[config.mk]
export PLATFORM = sky130hd
export DESIGN_NAME = audio_level_envelope_flat
export DESIGN_NICKNAME = d
export VERILOG_FILES = /design/src/rtl/ale_pkg.sv /design/src/rtl/ale_sample_if.sv /design/src/rtl/ale_level_if.sv /design/src/rtl/audio_level_envelope.sv /design/src/flat_wrapper.sv
export VERILOG_INCLUDE_DIRS = /design/src /design/src/rtl
export SDC_FILE = /design/constraint.sdc
export NUM_CORES = 1
export LEC_CHECK = 0
export ABC_AREA = 1
export ABC_CLOCK_PERIOD_IN_PS = 7250
export BUFFER_PORTS_ARGS = -buffer_cell sky130_fd_sc_hd__buf_4
export CAP_MARGIN = 30
export CORE_MARGIN = 2
export CORE_UTILIZATION = 60
export DETAILED_ROUTE_END_ITERATION = 16
export PLACE_DENSITY = 0.77
export SLEW_MARGIN = 10
export SYNTH_ARGS = -nofsm -noshare
export SYNTH_HDL_FRONTEND = slang
export SYNTH_SLANG_ARGS = --single-unit
[constraint.sdc]
create_clock -name clk -period 7.25 [get_ports clk]
set_input_delay 1.45 -clock clk [delete_from_list [all_inputs] [get_ports clk]]
set_output_delay 1.45 -clock clk [all_outputs]
set_load 0.02 [all_outputs]
[src/rtl/audio_level_envelope_macros.svh]
// assertion macros for the audio level envelope block
// clocked on clk, disabled while arst_n is low
`ifndef AUDIO_LEVEL_ENVELOPE_MACROS_SVH
`define AUDIO_LEVEL_ENVELOPE_MACROS_SVH

`ifndef SYNTHESIS
`define ALE_ASSERT_IMPL(lbl, ante, cons) \
	lbl: assert property (@(posedge clk) disable iff (!arst_n) (ante) |-> (cons)) \
		else $error("ale assertion failed");
`define ALE_ASSERT_NEXT(lbl, ante, cons) \
	lbl: assert property (@(posedge clk) disable iff (!arst_n) (ante) |=> (cons)) \
		else $error("ale assertion failed");
`else
`define ALE_ASSERT_IMPL(lbl, ante, cons)
`define ALE_ASSERT_NEXT(lbl, ante, cons)
`endif

`endif

[src/rtl/ale_pkg.sv]
package ale_pkg;

	typedef struct packed {
		logic signed [15:0] sample;
		logic               block_end;
	} ale_sample_t;

	typedef struct packed {
		logic [15:0] level;
		logic [15:0] volume;
	} ale_level_t;

	typedef enum logic [2:0] {
		ST_IDLE,
		ST_DIV,
		ST_SQRT,
		ST_MAC,
		ST_OUT
	} ale_state_t;

	// q16 history weights, oldest first
	localparam logic [15:0] W_OLDEST = 16'd786;
	localparam logic [15:0] W_OLD    = 16'd7995;
	localparam logic [15:0] W_RECENT = 16'd31719;
	localparam logic [15:0] W_NEWEST = 16'd50201;

	// full scale of a q0.15 value
	localparam logic [15:0] VOL_MAX = 16'd32768;

	localparam int SQRT_STEPS = 16;
	localparam int HIST_DEPTH = 4;

	function automatic logic [15:0] ale_weight(input logic [1:0] idx);
		logic [15:0] w;
		case (idx)
			2'd0: w = W_OLDEST;
			2'd1: w = W_OLD;
			2'd2: w = W_RECENT;
			2'd3: w = W_NEWEST;
			default: w = W_OLDEST;
		endcase
		return w;
	endfunction

endpackage

[src/rtl/ale_sample_if.sv]
interface ale_sample_if;
	import ale_pkg::*;

	logic        valid;
	logic        ready;
	ale_sample_t data;

	modport source(output valid, output data, input ready);
	modport sink(input valid, input data, output ready);
endinterface

[src/rtl/ale_level_if.sv]
interface ale_level_if;
	import ale_pkg::*;

	logic       valid;
	logic       ready;
	ale_level_t data;

	modport source(output valid, output data, input ready);
	modport sink(input valid, input data, output ready);
endinterface

[src/rtl/audio_level_envelope.sv]
// a sample without block_end is absorbed, one item per cycle while the block is idle
// a sample with block_end yields its result through a bit-serial divide of the SW-bit sum
// (SW = clog2(MAX_BLOCK+1) + 15), a bit-serial sqrt and a 4-tap mac
// no item is taken until that result is loaded, which waits while an earlier one is untaken
// reset clears the running sum, count, volume history and the output valid flag
`include "audio_level_envelope_macros.svh"

module audio_level_envelope #(
	parameter int MAX_BLOCK = 4096
) (
	input  logic         clk,
	input  logic         arst_n,
	ale_sample_if.sink   samples,
	ale_level_if.source  levels
);
	import ale_pkg::*;

	// count must hold MAX_BLOCK itself, sum holds MAX_BLOCK * 32768
	localparam int CW       = $clog2(MAX_BLOCK + 1);
	localparam int SW       = CW + 15;
	localparam int STW      = $clog2(SW);
	localparam int ACC_W    = 33;
	localparam int MAC_LAST = HIST_DEPTH;

	ale_state_t state_q, state_d;
	logic [STW-1:0] cnt_q;

	// block accumulation; sum_q doubles as dividend / quotient shift register
	logic [CW-1:0] count_q;
	logic [SW-1:0] sum_q;
	logic [CW-1:0] rem_q;

	// square root: radicand shifts out two bits per step
	logic [31:0] rad_q;
	logic [15:0] root_q;
	logic [16:0] srem_q;

	logic [15:0] hist_q [HIST_DEPTH];

	logic [31:0]      prod_q;
	logic [ACC_W-1:0] acc_q;

	logic        out_valid_q;
	logic [15:0] level_q;
	logic [15:0] volume_q;

	logic        in_ready;
	logic        accept;
	logic        out_load;
	logic [15:0] raw;
	logic [15:0] mag;
	logic        room;

	logic [CW:0]   div_trial;
	logic          div_ge;
	logic [CW:0]   div_diff;
	logic [CW-1:0] div_rem;
	logic [SW-1:0] quot;
	logic [15:0]   mean;

	logic [18:0] sq_trial;
	logic [18:0] sq_test;
	logic        sq_ge;
	logic [18:0] sq_diff;
	logic [15:0] root_next;

	logic [31:0] mac_prod;

	assign accept = samples.valid && in_ready;
	assign samples.ready = in_ready;

	// magnitude of the two's complement sample, most negative gives 32768
	assign raw = samples.data.sample;
	assign mag = raw[15] ? (~raw + 16'd1) : raw;

	// samples past MAX_BLOCK in one block are dropped
	assign room = count_q < CW'(MAX_BLOCK);

	// restoring divide, one quotient bit per cycle, msb first
	assign div_trial = {rem_q, sum_q[SW-1]};
	assign div_ge    = div_trial >= {1'b0, count_q};
	assign div_diff  = div_ge ? (div_trial - {1'b0, count_q}) : div_trial;
	assign div_rem   = div_diff[CW-1:0];
	assign quot      = {sum_q[SW-2:0], div_ge};
	assign mean      = (quot > SW'(VOL_MAX)) ? VOL_MAX : quot[15:0];

	// digit-by-digit square root, one root bit per cycle
	assign sq_trial  = {srem_q, rad_q[31:30]};
	assign sq_test   = {1'b0, root_q, 2'b01};
	assign sq_ge     = sq_trial >= sq_test;
	assign sq_diff   = sq_ge ? (sq_trial - sq_test) : sq_trial;
	assign root_next = {root_q[14:0], sq_ge};

	// one history tap per cycle through a single 16x16 multiplier
	assign mac_prod = {16'd0, ale_weight(cnt_q[1:0])} * {16'd0, hist_q[cnt_q[1:0]]};

	always_ff @(posedge clk or negedge arst_n) begin
		if (!arst_n) begin
			state_q <= ST_IDLE;
		end else begin
			state_q <= state_d;
		end
	end

	always_comb begin
		state_d  = state_q;
		in_ready = 1'b0;
		out_load = 1'b0;
		case (state_q)
			ST_IDLE: begin
				in_ready = 1'b1;
				if (samples.valid && samples.data.block_end) begin
					state_d = ST_DIV;
				end
			end
			ST_DIV: begin
				if (cnt_q == '0) begin
					state_d = ST_SQRT;
				end
			end
			ST_SQRT: begin
				if (cnt_q == '0) begin
					state_d = ST_MAC;
				end
			end
			ST_MAC: begin
				if (cnt_q == STW'(MAC_LAST)) begin
					state_d = ST_OUT;
				end
			end
			ST_OUT: begin
				// wait for the output register to free up
				out_load = !out_valid_q || levels.ready;
				if (out_load) begin
					state_d = ST_IDLE;
				end
			end
			default: begin
				state_d = ST_IDLE;
			end
		endcase
	end

	// control and model state
	always_ff @(posedge clk or negedge arst_n) begin
		if (!arst_n) begin
			cnt_q       <= '0;
			count_q     <= '0;
			sum_q       <= '0;
			hist_q      <= '{default: '0};
			out_valid_q <= 1'b0;
		end else begin
			if (out_load) begin
				out_valid_q <= 1'b1;
			end else if (levels.ready) begin
				out_valid_q <= 1'b0;
			end
			case (state_q)
				ST_IDLE: begin
					if (accept) begin
						if (room) begin
							sum_q   <= sum_q + SW'(mag);
							count_q <= count_q + CW'(1);
						end
						cnt_q <= STW'(SW - 1);
					end
				end
				ST_DIV: begin
					sum_q <= quot;
					cnt_q <= (cnt_q == '0) ? STW'(SQRT_STEPS - 1) : cnt_q - STW'(1);
				end
				ST_SQRT: begin
					if (cnt_q == '0) begin
						// delay line, index 3 newest
						hist_q[0] <= hist_q[1];
						hist_q[1] <= hist_q[2];
						hist_q[2] <= hist_q[3];
						hist_q[3] <= root_next;
					end else begin
						cnt_q <= cnt_q - STW'(1);
					end
				end
				ST_MAC: begin
					cnt_q <= cnt_q + STW'(1);
				end
				ST_OUT: begin
					if (out_load) begin
						sum_q   <= '0;
						count_q <= '0;
						cnt_q   <= '0;
					end
				end
				default: begin
					cnt_q <= '0;
				end
			endcase
		end
	end

	// datapath registers, no reset needed
	always_ff @(posedge clk) begin
		case (state_q)
			ST_IDLE: begin
				rem_q <= '0;
			end
			ST_DIV: begin
				rem_q <= div_rem;
				if (cnt_q == '0) begin
					// radicand is mean << 15
					rad_q  <= {1'b0, mean, 15'd0};
					root_q <= '0;
					srem_q <= '0;
				end
			end
			ST_SQRT: begin
				rad_q  <= {rad_q[29:0], 2'b00};
				root_q <= root_next;
				srem_q <= sq_diff[16:0];
				acc_q  <= '0;
			end
			ST_MAC: begin
				// product of tap k is registered in prod_q, then summed into acc_q in the next cycle
				prod_q <= mac_prod;
				if (cnt_q != '0) begin
					acc_q <= acc_q + ACC_W'(prod_q);
				end
			end
			ST_OUT: begin
				if (out_load) begin
					level_q  <= acc_q[31:16];
					volume_q <= hist_q[3];
				end
			end
			default: begin
				rem_q <= '0;
			end
		endcase
	end

	assign levels.valid       = out_valid_q;
	assign levels.data.level  = level_q;
	assign levels.data.volume = volume_q;

	`ALE_ASSERT_IMPL(a_count_bound, state_q == ST_IDLE, count_q <= CW'(MAX_BLOCK))
	`ALE_ASSERT_IMPL(a_div_nonzero, state_q == ST_DIV, count_q != '0)
	`ALE_ASSERT_NEXT(a_end_starts_div, accept && samples.data.block_end, state_q == ST_DIV)
	`ALE_ASSERT_IMPL(a_rise_from_out, $rose(out_valid_q), $past(state_q) == ST_OUT)
	`ALE_ASSERT_IMPL(a_volume_range, out_valid_q, volume_q <= VOL_MAX)

endmodule

[src/flat_wrapper.sv]
// flat-port wrapper written by rule: the top's interface ports become plain ports
module audio_level_envelope_flat import ale_pkg::*;
#(
	parameter int MAX_BLOCK = 4096
)
  (clk, arst_n, samples_valid, samples_data, samples_ready, levels_valid, levels_data, levels_ready);
  ale_sample_if samples_i ();
  ale_level_if levels_i ();
  input  logic clk;
  input  logic arst_n;
  input wire logic [$bits(samples_i.valid)-1:0] samples_valid;
  input wire logic [$bits(samples_i.data)-1:0] samples_data;
  output wire logic [$bits(samples_i.ready)-1:0] samples_ready;
  output wire logic [$bits(levels_i.valid)-1:0] levels_valid;
  output wire logic [$bits(levels_i.data)-1:0] levels_data;
  input wire logic [$bits(levels_i.ready)-1:0] levels_ready;
  assign samples_i.valid = samples_valid;
  assign samples_i.data = samples_data;
  assign samples_ready = samples_i.ready;
  assign levels_valid = levels_i.valid;
  assign levels_data = levels_i.data;
  assign levels_i.ready = levels_ready;
  audio_level_envelope #(.MAX_BLOCK(MAX_BLOCK)) u_core (.clk(clk), .arst_n(arst_n), .samples(samples_i), .levels(levels_i));
endmodule
==> flow_metrics.py, run 1 <==
metrics = {
    "worst_setup_path": {
        "cp_max_fo": 35,
        "reg2reg_slack_ns": 0.43,
        "path_class": "reg2reg",
        "cp-end-kind": "flop",
        "cp-start-kind": "flop",
        "cp_data_arrival_time_ns": 7.15,
        "crit_required_ns": 7.58,
    },
    "synth": {
        "synthMuxAreaShare": 0,
        "synthTopCellsByArea": "edfxtp_1, fa_1, dfrtp_1",
        "synth_edf_count": 159,
        "synth_xor_area_frac": 0.0258,
        "async_flop_share": 0.418,
        "synth_largest_area_cell": "edfxtp_1",
        "syn-num-nets": 3506,
        "synth_top_family_by_area": "adder cells",
        "ys_warn_count": 0,
        "synth_compound_area_frac": 0.106,
        "synth_cells": 3098,
        "avgSynthCellArea_sq_um": 7.99,
        "synth_top_area_share": 0.193,
        "post_synth_and_or_nand_nor_area_fraction": 0.212,
        "ys_types": 52,
        "ys_seq_area_frac": 0.308,
        "synthAdderAreaFrac": 0.252,
        "netlist_area_sq_mm": 0.0247,
        "synth_seq_cells": 273,
        "synthFlopType": "edfxtp_1",
    },
    "clocking": {
        "cts_buffer_depth": 3,
        "clk_latency_ns": 0.58,
        "cts_made_buffers": 31,
        "cts_max_level": 1,
        "holdBufCountCts": 0,
        "cts_root_buffer": "clkbuf_16",
        "cts.sinks": 273,
        "cts_setup_buffers": 0,
        "path_clk_slew_ns": 0.06,
        "cts_tree": "built",
    },
    "global_route": {
        "grt_pass1_wl_microns": 106000,
        "grt_max_degree": 77,
        "first_global_vias": 20400,
        "antenna_found_initial": 3,
        "grt.overflow.total": 0,
        "grt_use_total": 0.309,
    },
    "sta": {
        "hold_viol": 0,
        "period_needed_ns": 6.82,
        "clock_skew_ns": 0.0104,
        "rsz0062_at_grt": "no",
        "setup_viol": 0,
        "maxSlewViolCount": 0,
        "layout_setup_ws_ns": 0.434,
        "min_period_over_period": 0.940,
        "final.setup.tns_ns": 0,
        "max_slew_margin": 0.434,
        "max_clock_freq_ghz": 0.147,
        "worst_pin_slew_ns": 0.848,
    },
    "placed_design": {
        "placement.io_buffers": 54,
        "gp_congestion": 0.962,
        "post-place-ws_ns": 0.364,
        "dpl.hpwl_microns": 52800,
        "dpl_cell_area_sq_mm": 0.0257,
    },
    "layout": {
        "fill_cells": 3520,
        "fin_area_sq_mm": 0.0268,
        "final_util": 0.658,
        "area_growth_pct": 8.35,
        "nets": 3563,
        "drive_gt1_frac": 0.0588,
    },
    "floorplanning": {
        "die_w_microns": 207,
        "die_y_microns": 207,
        "pin_count": 55,
        "rows": 74,
        "die_area_sq_mm": 0.0429,
        "start_util": 0.607,
        "coreArea_sq_mm": 0.0407,
    },
    "run_status": {
        "outcome": "finished, final reports clean",
    },
    "drt": {
        "vias": 20800,
        "drcViolationCount": 0,
        "via_per_inst": 5.60,
        "wl_microns": 66000,
        "first_pass_iters": 7,
        "drt-initial-drc-count": 1561,
        "drtAntennaViolNets": 0,
        "wl_per_cell_microns": 17.8,
    },
    "hold_path": {
        "hp-class": "reg2reg",
    },
    "run": {
        "max_cap_viol_count": 0,
    },
}
==> critical path: stages (launching register included) <==
cell and delay, ns:
dfrtp_1 0.36, buf_4 0.32, ha_1 0.34, o21ai_1 0.23, buf_4 0.24, nor2_1 0.21, inv_1 0.09, fa_1 0.50
inv_1 0.05, fa_1 0.54, fa_1 0.53, fa_1 0.54, fa_1 0.56, inv_1 0.06, fa_1 0.53, inv_1 0.04
ha_1 0.35, a21oi_1 0.22, o21ai_0 0.19, a21oi_1 0.19, nand3_1 0.16, nand3_1 0.13, nand2_1 0.06, nand2_1 0.06
nand2_1 0.04
==> metal layers <==
| layer | wire length [microns] | global-route usage |
|---|---|---|
| met4 | 2290 | 0.105 |
| met2 | 30800 | 0.503 |
| met1 | 27900 | 0.423 |
| met5 | 0 | 0 |
| met3 | 4990 | 0.0485 |
==> logic make-up (layout without fill, tap and decap cells) <==
family / Yosys count / in the layout
AO/OA/AOI/OAI: 489 / 489
XOR/XNOR: 73 / 73
adder cells (fa/ha/maj): 387 / 387
buffers and inverters: 615 / 696
flip-flops: 273 / 273
other: 0 / 3
AND/OR/NAND/NOR: 1261 / 1261
==> cells in the mapped netlist, types with 4 or more instances <==
| cell | instances |
|---|---|
| o31ai_1 | 6 |
| inv_2 | 9 |
| nand4_1 | 29 |
| clkbuf_1 | 29 |
| or2_2 | 9 |
| a21o_1 | 13 |
| xnor2_1 | 18 |
| nand3b_1 | 11 |
| o21bai_1 | 6 |
| nor2_1 | 360 |
| nand2_1 | 645 |
| o21ai_0 | 174 |
| nor3_1 | 32 |
| o21a_1 | 6 |
| inv_1 | 544 |
| a31oi_1 | 8 |
| o211ai_1 | 12 |
| buf_4 | 6 |
| nor4_1 | 9 |
| and2_1 | 4 |
| nand2_2 | 11 |
| o21ai_1 | 39 |
| nor2_2 | 7 |
| buf_2 | 19 |
| ha_1 | 201 |
| nand3_1 | 133 |
| a22oi_1 | 6 |
| edfxtp_1 | 159 |
| a21oi_1 | 208 |
| xor2_1 | 55 |
| dfrtp_1 | 114 |
| fa_1 | 186 |
==> timing repair <==
action / in CTS / in global routing
endpoints found under the setup margin: 0 / 3
endpoints found under the hold margin: 0 / 0
resized for setup: 0 / 5
==> area by class of cell <==
class / count / area, sq um / share of cell area
flip-flops and latches: 273 / 7630 / 0.285
multi-input cells: 2210 / 14800 / 0.551
clock buffers: 35 / 791 / 0.0295
diodes: 3 / 7.51 / 0.000280
repair buffers: 85 / 674 / 0.0252
well taps: 532 / 666 / 0.0248
clock inverters: 22 / 198 / 0.00738
inverters: 554 / 2080 / 0.0776
==> worst paths after layout <==
| path | from | end | cells past startpoint |
|---|---|---|---|
| worst max-delay path | u_core.cnt_q[0] | u_core.prod_q[30] | 24 |
| worst min-delay path | u_core.hist_q[4] | u_core.volume_q[4] | 0 |
| worst max register to register | u_core.cnt_q[0] | u_core.prod_q[30] | 24 |
| worst min register to register | u_core.hist_q[4] | u_core.volume_q[4] | 0 |
| max in group asynchronous | arst_n | u_core.hist_q[35] | 3 |
| min in group asynchronous | arst_n | u_core.sum_q[22] | 1 |
==> metrics by stage <==
| stage | hold slack (ns) | std cells |
|---|---|---|
| 4_1_cts | 0.450 | 3709 |
| 3_5_place_dp | 0.439 | 3652 |
| 5_1_grt | 0.467 | 3711 |
| 2_1_floorplan | 0.425 | 3098 |
| 3_3_place_gp | 0.435 | 3652 |
| 6_report | 0.453 | 3714 |
==> placed cells by master, fill, tap and decap left out, drive strengths merged <==
cell type,instances
nand2,656
inv,555
nor2,368
o21ai,213
a21oi,209
ha,201
fa,186
edfxtp,159
nand3,134
dfrtp,114
buf,85
xor2,55
nor3,35
clkbuf,35
nand4,30
xnor2,18
clkinv,17
a21o,13
o211ai,13
nand3b,11
or2,11
nor4,10
a31oi,8
o21a,6
o21bai,6
o31ai,6
a22oi,6
and2,4
diode,3
a21boi,3
a211oi,3
bufinv,3
o2111ai,2
and3,1
nor3b,1
o22ai,1
clkinvlp,1
==> flip-flops by register name, indices dropped and copies added (netlist names), 16 cells and up <==
name             flops
u_core.volume_q     16
u_core.root_q       16
u_core.sum_q        28
u_core.srem_q       17
u_core.hist_q       64
u_core.rad_q        17
u_core.prod_q       32
u_core.level_q      16
u_core.acc_q        32
Power of run 1 is left out: the tool's default activity adds up to more than one toggle a clock period on the data nets, which glitch-free logic cannot reach.
==> inputs of run 2 (changes only) <==
Settings changed: PLACE_DENSITY 0.77 to not set, PLACE_DENSITY_LB_ADDON set to 0.1.
==> flow_metrics.py, run 2 (synthesis results as in run 1) <==
metrics = {
    "global_route": {
        "antenna_found_initial": 2,
        "first_global_vias": 20200,
        "grt.overflow.total": 0,
        "grt_use_total": 0.302,
        "grt_pass1_wl_microns": 105000,
        "grt_max_degree": 76,
    },
    "floorplanning": {
        "rows": 74,
        "start_util": 0.607,
        "die_w_microns": 207,
        "pin_count": 55,
        "die_y_microns": 207,
        "coreArea_sq_mm": 0.0407,
        "die_area_sq_mm": 0.0429,
    },
    "layout": {
        "n_antenna_cell": 0,
        "final_cell_mix": "nand2_1, inv_1, nor2_1, a21oi_1, ha_1",
        "largestRegisters": "u_core.hist_q: 64 flops, u_core.acc_q: 32 flops, u_core.prod_q: 32 flops",
        "fill_cells": 3548,
        "area_growth_pct": 8.41,
        "regMostFlops": "u_core.hist_q",
        "ff_latch_area_sq_mm": 0.00763,
        "drive_gt1_frac": 0.0583,
        "multi_input_area_sq_mm": 0.0148,
        "largest_reg_flops": 64,
        "final_common_cell": "nand2_1",
        "nets": 3557,
    },
    "run_status": {
        "outcome": "finished, final reports clean",
    },
    "drt": {
        "via_per_inst": 5.59,
        "drt-initial-drc-count": 1768,
        "first_pass_iters": 6,
        "wl_microns": 65100,
        "wl_per_cell_microns": 17.6,
        "vias": 20700,
        "drcViolationCount": 0,
        "drtAntennaViolNets": 0,
    },
    "sta": {
        "period_needed_ns": 6.84,
        "rsz0062_at_grt": "no",
        "final.setup.tns_ns": 0,
        "clock_skew_ns": 0.0254,
        "max_clock_freq_ghz": 0.146,
        "max_slew_margin": 0.431,
        "layout_setup_ws_ns": 0.406,
        "worst_pin_slew_ns": 0.852,
        "maxSlewViolCount": 0,
        "hold_viol": 0,
        "setup_viol": 0,
        "min_period_over_period": 0.944,
    },
    "placed_design": {
        "gp_congestion": 0.983,
        "post-place-ws_ns": 0.288,
        "dpl.hpwl_microns": 51900,
        "placement.io_buffers": 54,
    },
    "worst_setup_path": {
        "crit_required_ns": 7.58,
        "critPathMaxStageDelay_ns": 0.55,
        "cp_max_fo": 34,
        "cp-start-kind": "flop",
        "crit_top_cell": "inv_1",
        "cp_data_arrival_time_ns": 7.18,
        "cp-end-kind": "flop",
        "path_class": "reg2reg",
        "r2r_cells": 29,
        "crit_slowest_cell": "fa_1",
    },
    "hold_path": {
        "hp-class": "reg2reg",
        "holdPathStages": 0,
    },
    "clocking": {
        "clk_latency_ns": 0.59,
        "cts.sinks": 273,
        "cts_max_level": 1,
        "cts_resized": 0,
        "cts_made_buffers": 31,
        "holdBufCountCts": 0,
        "cts_root_buffer": "clkbuf_16",
        "path_clk_slew_ns": 0.07,
        "cts_setup_buffers": 0,
        "cts_buffer_depth": 3,
        "cts_tree": "built",
    },
    "run": {
        "max_cap_viol_count": 0,
    },
}
[run 2: cell count changes in the layout (fill, tap and decap cells not counted), sizes merged]
cell      before  now
clkbuf        35   37
clkinvlp       1    3
diode          3    0
inv          555  560
clkinv        17    9
buf           85   79
[run 2: final cells by class]
| class | instances | share of cell area |
|---|---|---|
| clock inverters | 21 | 0.00863 |
| repair buffers | 79 | 0.0236 |
| well taps | 532 | 0.0248 |
| inverters | 554 | 0.0775 |
| flip-flops and latches | 273 | 0.284 |
| clock buffers | 37 | 0.0309 |
| multi-input cells | 2210 | 0.550 |
[run 2: layer usage]
layer,wire (microns),vias up,global-route usage
met1,28400,9865,0.420
met5,13,-,0
li1,-,10100,-
met3,3910,115,0.0356
met4,1720,2,0.0810
met2,31000,675,0.506
[run 2: stage by stage]
| stage | cells | hold WS, ns | instance area, sq um | util |
|---|---|---|---|---|
| after floorplan | 3098 | 0.425 | 24700 | - |
| after global placement | 3645 | 0.444 | 25700 | 0.631 |
| after detailed placement | 3647 | 0.450 | 25700 | 0.631 |
| after CTS | 3705 | 0.465 | 26800 | 0.657 |
| after global routing | 3706 | 0.471 | 26800 | 0.658 |
| final | 3706 | 0.463 | 26800 | 0.658 |
[run 2: worst paths after layout]
| check | slack, ns | start | endpoint |
|---|---|---|---|
| max | 0.41 | u_core.cnt_q[1] | u_core.prod_q[17] |
| min in group asynchronous | 0.84 | arst_n | u_core.sum_q[20] |
| min reg2reg | 0.46 | u_core.acc_q[30] | u_core.level_q[14] |
| max in group asynchronous | 5.32 | arst_n | u_core.hist_q[19] |
| max reg2reg | 0.41 | u_core.cnt_q[1] | u_core.prod_q[17] |
| min | 0.46 | u_core.acc_q[30] | u_core.level_q[14] |
[run 2: critical path, delay by kind of cell (launching register included)]
family	cells	cell delay [ns]
buf+inv	9	0.83
simple gates	9	1.41
xor+xnor	1	0.18
compound gates	3	0.52
flops	1	0.48
fa+ha+maj	7	3.18
Power of run 2 is left out for the same reason.
==> inputs of run 3 (changes only) <==
Settings changed: ABC_CLOCK_PERIOD_IN_PS 7250 to 7300, CORE_ASPECT_RATIO set to 1.2.
Clock period 7.25 ns to 7.3 ns, I/O delays scaled along.
==> flow_metrics.py, run 3 (synthesis results as in run 1) <==
metrics = {
    "run_status": {
        "outcome": "finished, final reports clean",
    },
    "sta": {
        "hold_viol": 0,
        "max_clock_freq_ghz": 0.146,
        "hold_slack_ns": 0.446,
        "setup_viol": 0,
        "final.setup.tns_ns": 0,
        "min_period_over_period": 0.938,
        "max_slew_margin": 0.440,
        "period_needed_ns": 6.85,
        "worst_pin_slew_ns": 0.838,
        "rsz0062_at_grt": "no",
        "clock_skew_ns": 0.0204,
        "maxSlewViolCount": 0,
    },
    "layout": {
        "final_common_cell": "nand2_1",
        "nets": 3555,
        "largestRegisters": "u_core.hist_q: 64 flops, u_core.acc_q: 32 flops, u_core.prod_q: 32 flops",
        "regMostFlops": "u_core.hist_q",
        "drive_gt1_frac": 0.0552,
        "fin_area_sq_mm": 0.0268,
        "ff_latch_area_sq_mm": 0.00763,
        "area_growth_pct": 8.21,
        "multi_input_area_sq_mm": 0.0148,
        "final_util": 0.657,
        "final_cell_mix": "nand2_1, inv_1, nor2_1, a21oi_1, ha_1",
        "fill_cells": 3604,
        "n_antenna_cell": 0,
        "largest_reg_flops": 64,
    },
    "worst_setup_path": {
        "cp_max_fo": 34,
        "cp_data_arrival_time_ns": 7.19,
        "cp-start-kind": "flop",
        "r2r_cells": 25,
        "crit_required_ns": 7.64,
        "cp-end-kind": "flop",
        "crit_slowest_cell": "fa_1",
        "reg2reg_slack_ns": 0.45,
        "crit_family": "adder cells",
        "crit_top_cell": "fa_1",
        "path_class": "reg2reg",
        "critPathMaxStageDelay_ns": 0.54,
        "critical_path_cell_count": 25,
        "critPathBufInv": 6,
    },
    "run": {
        "max_cap_viol_count": 0,
    },
    "drt": {
        "drtAntennaViolNets": 0,
        "wl_per_cell_microns": 17.1,
        "drcViolationCount": 0,
        "first_pass_iters": 5,
        "via_per_inst": 5.53,
        "vias": 20500,
        "wl_microns": 63400,
        "drt-initial-drc-count": 1492,
    },
    "global_route": {
        "grt.overflow.total": 0,
        "grt_pass1_wl_microns": 103000,
        "first_global_vias": 20400,
        "grt_use_total": 0.300,
        "antenna_found_initial": 0,
        "grt_max_degree": 73,
    },
    "hold_path": {
        "holdPathStages": 0,
        "hp-class": "reg2reg",
    },
    "clocking": {
        "path_clk_slew_ns": 0.07,
        "cts.sinks": 273,
        "cts_root_buffer": "clkbuf_16",
        "cts_made_buffers": 30,
        "cts_tree": "built",
        "holdBufCountCts": 0,
        "cts_buffer_depth": 3,
        "clk_latency_ns": 0.58,
        "cts_setup_buffers": 0,
        "cts_max_level": 1,
        "cts_resized": 0,
    },
    "floorplanning": {
        "start_util": 0.607,
        "die_w_microns": 189,
        "rows": 81,
        "die_area_sq_mm": 0.0429,
        "coreArea_sq_mm": 0.0407,
        "pin_count": 55,
        "die_y_microns": 226,
    },
    "placed_design": {
        "dpl.hpwl_microns": 50400,
        "placement.io_buffers": 54,
        "gp_congestion": 0.987,
        "dpl_cell_area_sq_mm": 0.0257,
    },
}
[run 3: layer usage]
metal  global-route usage  share of wire
met5                    0              0
met2                0.530           0.50
met1                0.383           0.41
met3               0.0297          0.047
met4                0.113          0.039
[run 3: worst paths after layout]
path / start / to
max: u_core.cnt_q[1] / u_core.prod_q[31]
min: u_core.hist_q[14] / u_core.volume_q[14]
max reg2reg: u_core.cnt_q[1] / u_core.prod_q[31]
min reg2reg: u_core.hist_q[14] / u_core.volume_q[14]
max in group asynchronous: arst_n / u_core.hist_q[42]
min in group asynchronous: arst_n / u_core.levels.valid
[run 3: worst reg2reg max path, stage by stage (launching register included)]
cell and delay, ns:
dfrtp_1 0.49, inv_1 0.12, buf_4 0.36, a21oi_1 0.09, o21ai_0 0.15, nand2_1 0.27, nor2_1 0.36, inv_1 0.12
fa_1 0.54, inv_1 0.06, fa_1 0.55, fa_1 0.45, fa_1 0.53, fa_1 0.54, inv_1 0.05, fa_1 0.52
inv_1 0.04, ha_1 0.35, a21oi_1 0.29, o21ai_0 0.15, a21oi_1 0.15, nand3_1 0.16, nand2_1 0.12, nand2_1 0.06
nand2_1 0.07, nand2_1 0.04
[run 3: layout make-up]
type | instances | area share
Tap cell | 539 | 0.0252
Timing Repair Buffer | 78 | 0.0244
Clock inverter | 23 | 0.00720
Sequential cell | 273 | 0.285
Multi-Input combinational cell | 2210 | 0.551
Inverter | 554 | 0.0777
Clock buffer | 33 | 0.0293
[run 3: metrics by stage]
step / instances / setup WS (ns)
floorplan: 3098 / 0.737
global placement: 3649 / 0.504
detailed placement: 3652 / 0.449
CTS: 3708 / 0.439
global route: 3710 / 0.00972
finish: 3710 / 0.451
Power of run 3 is left out for the same reason.
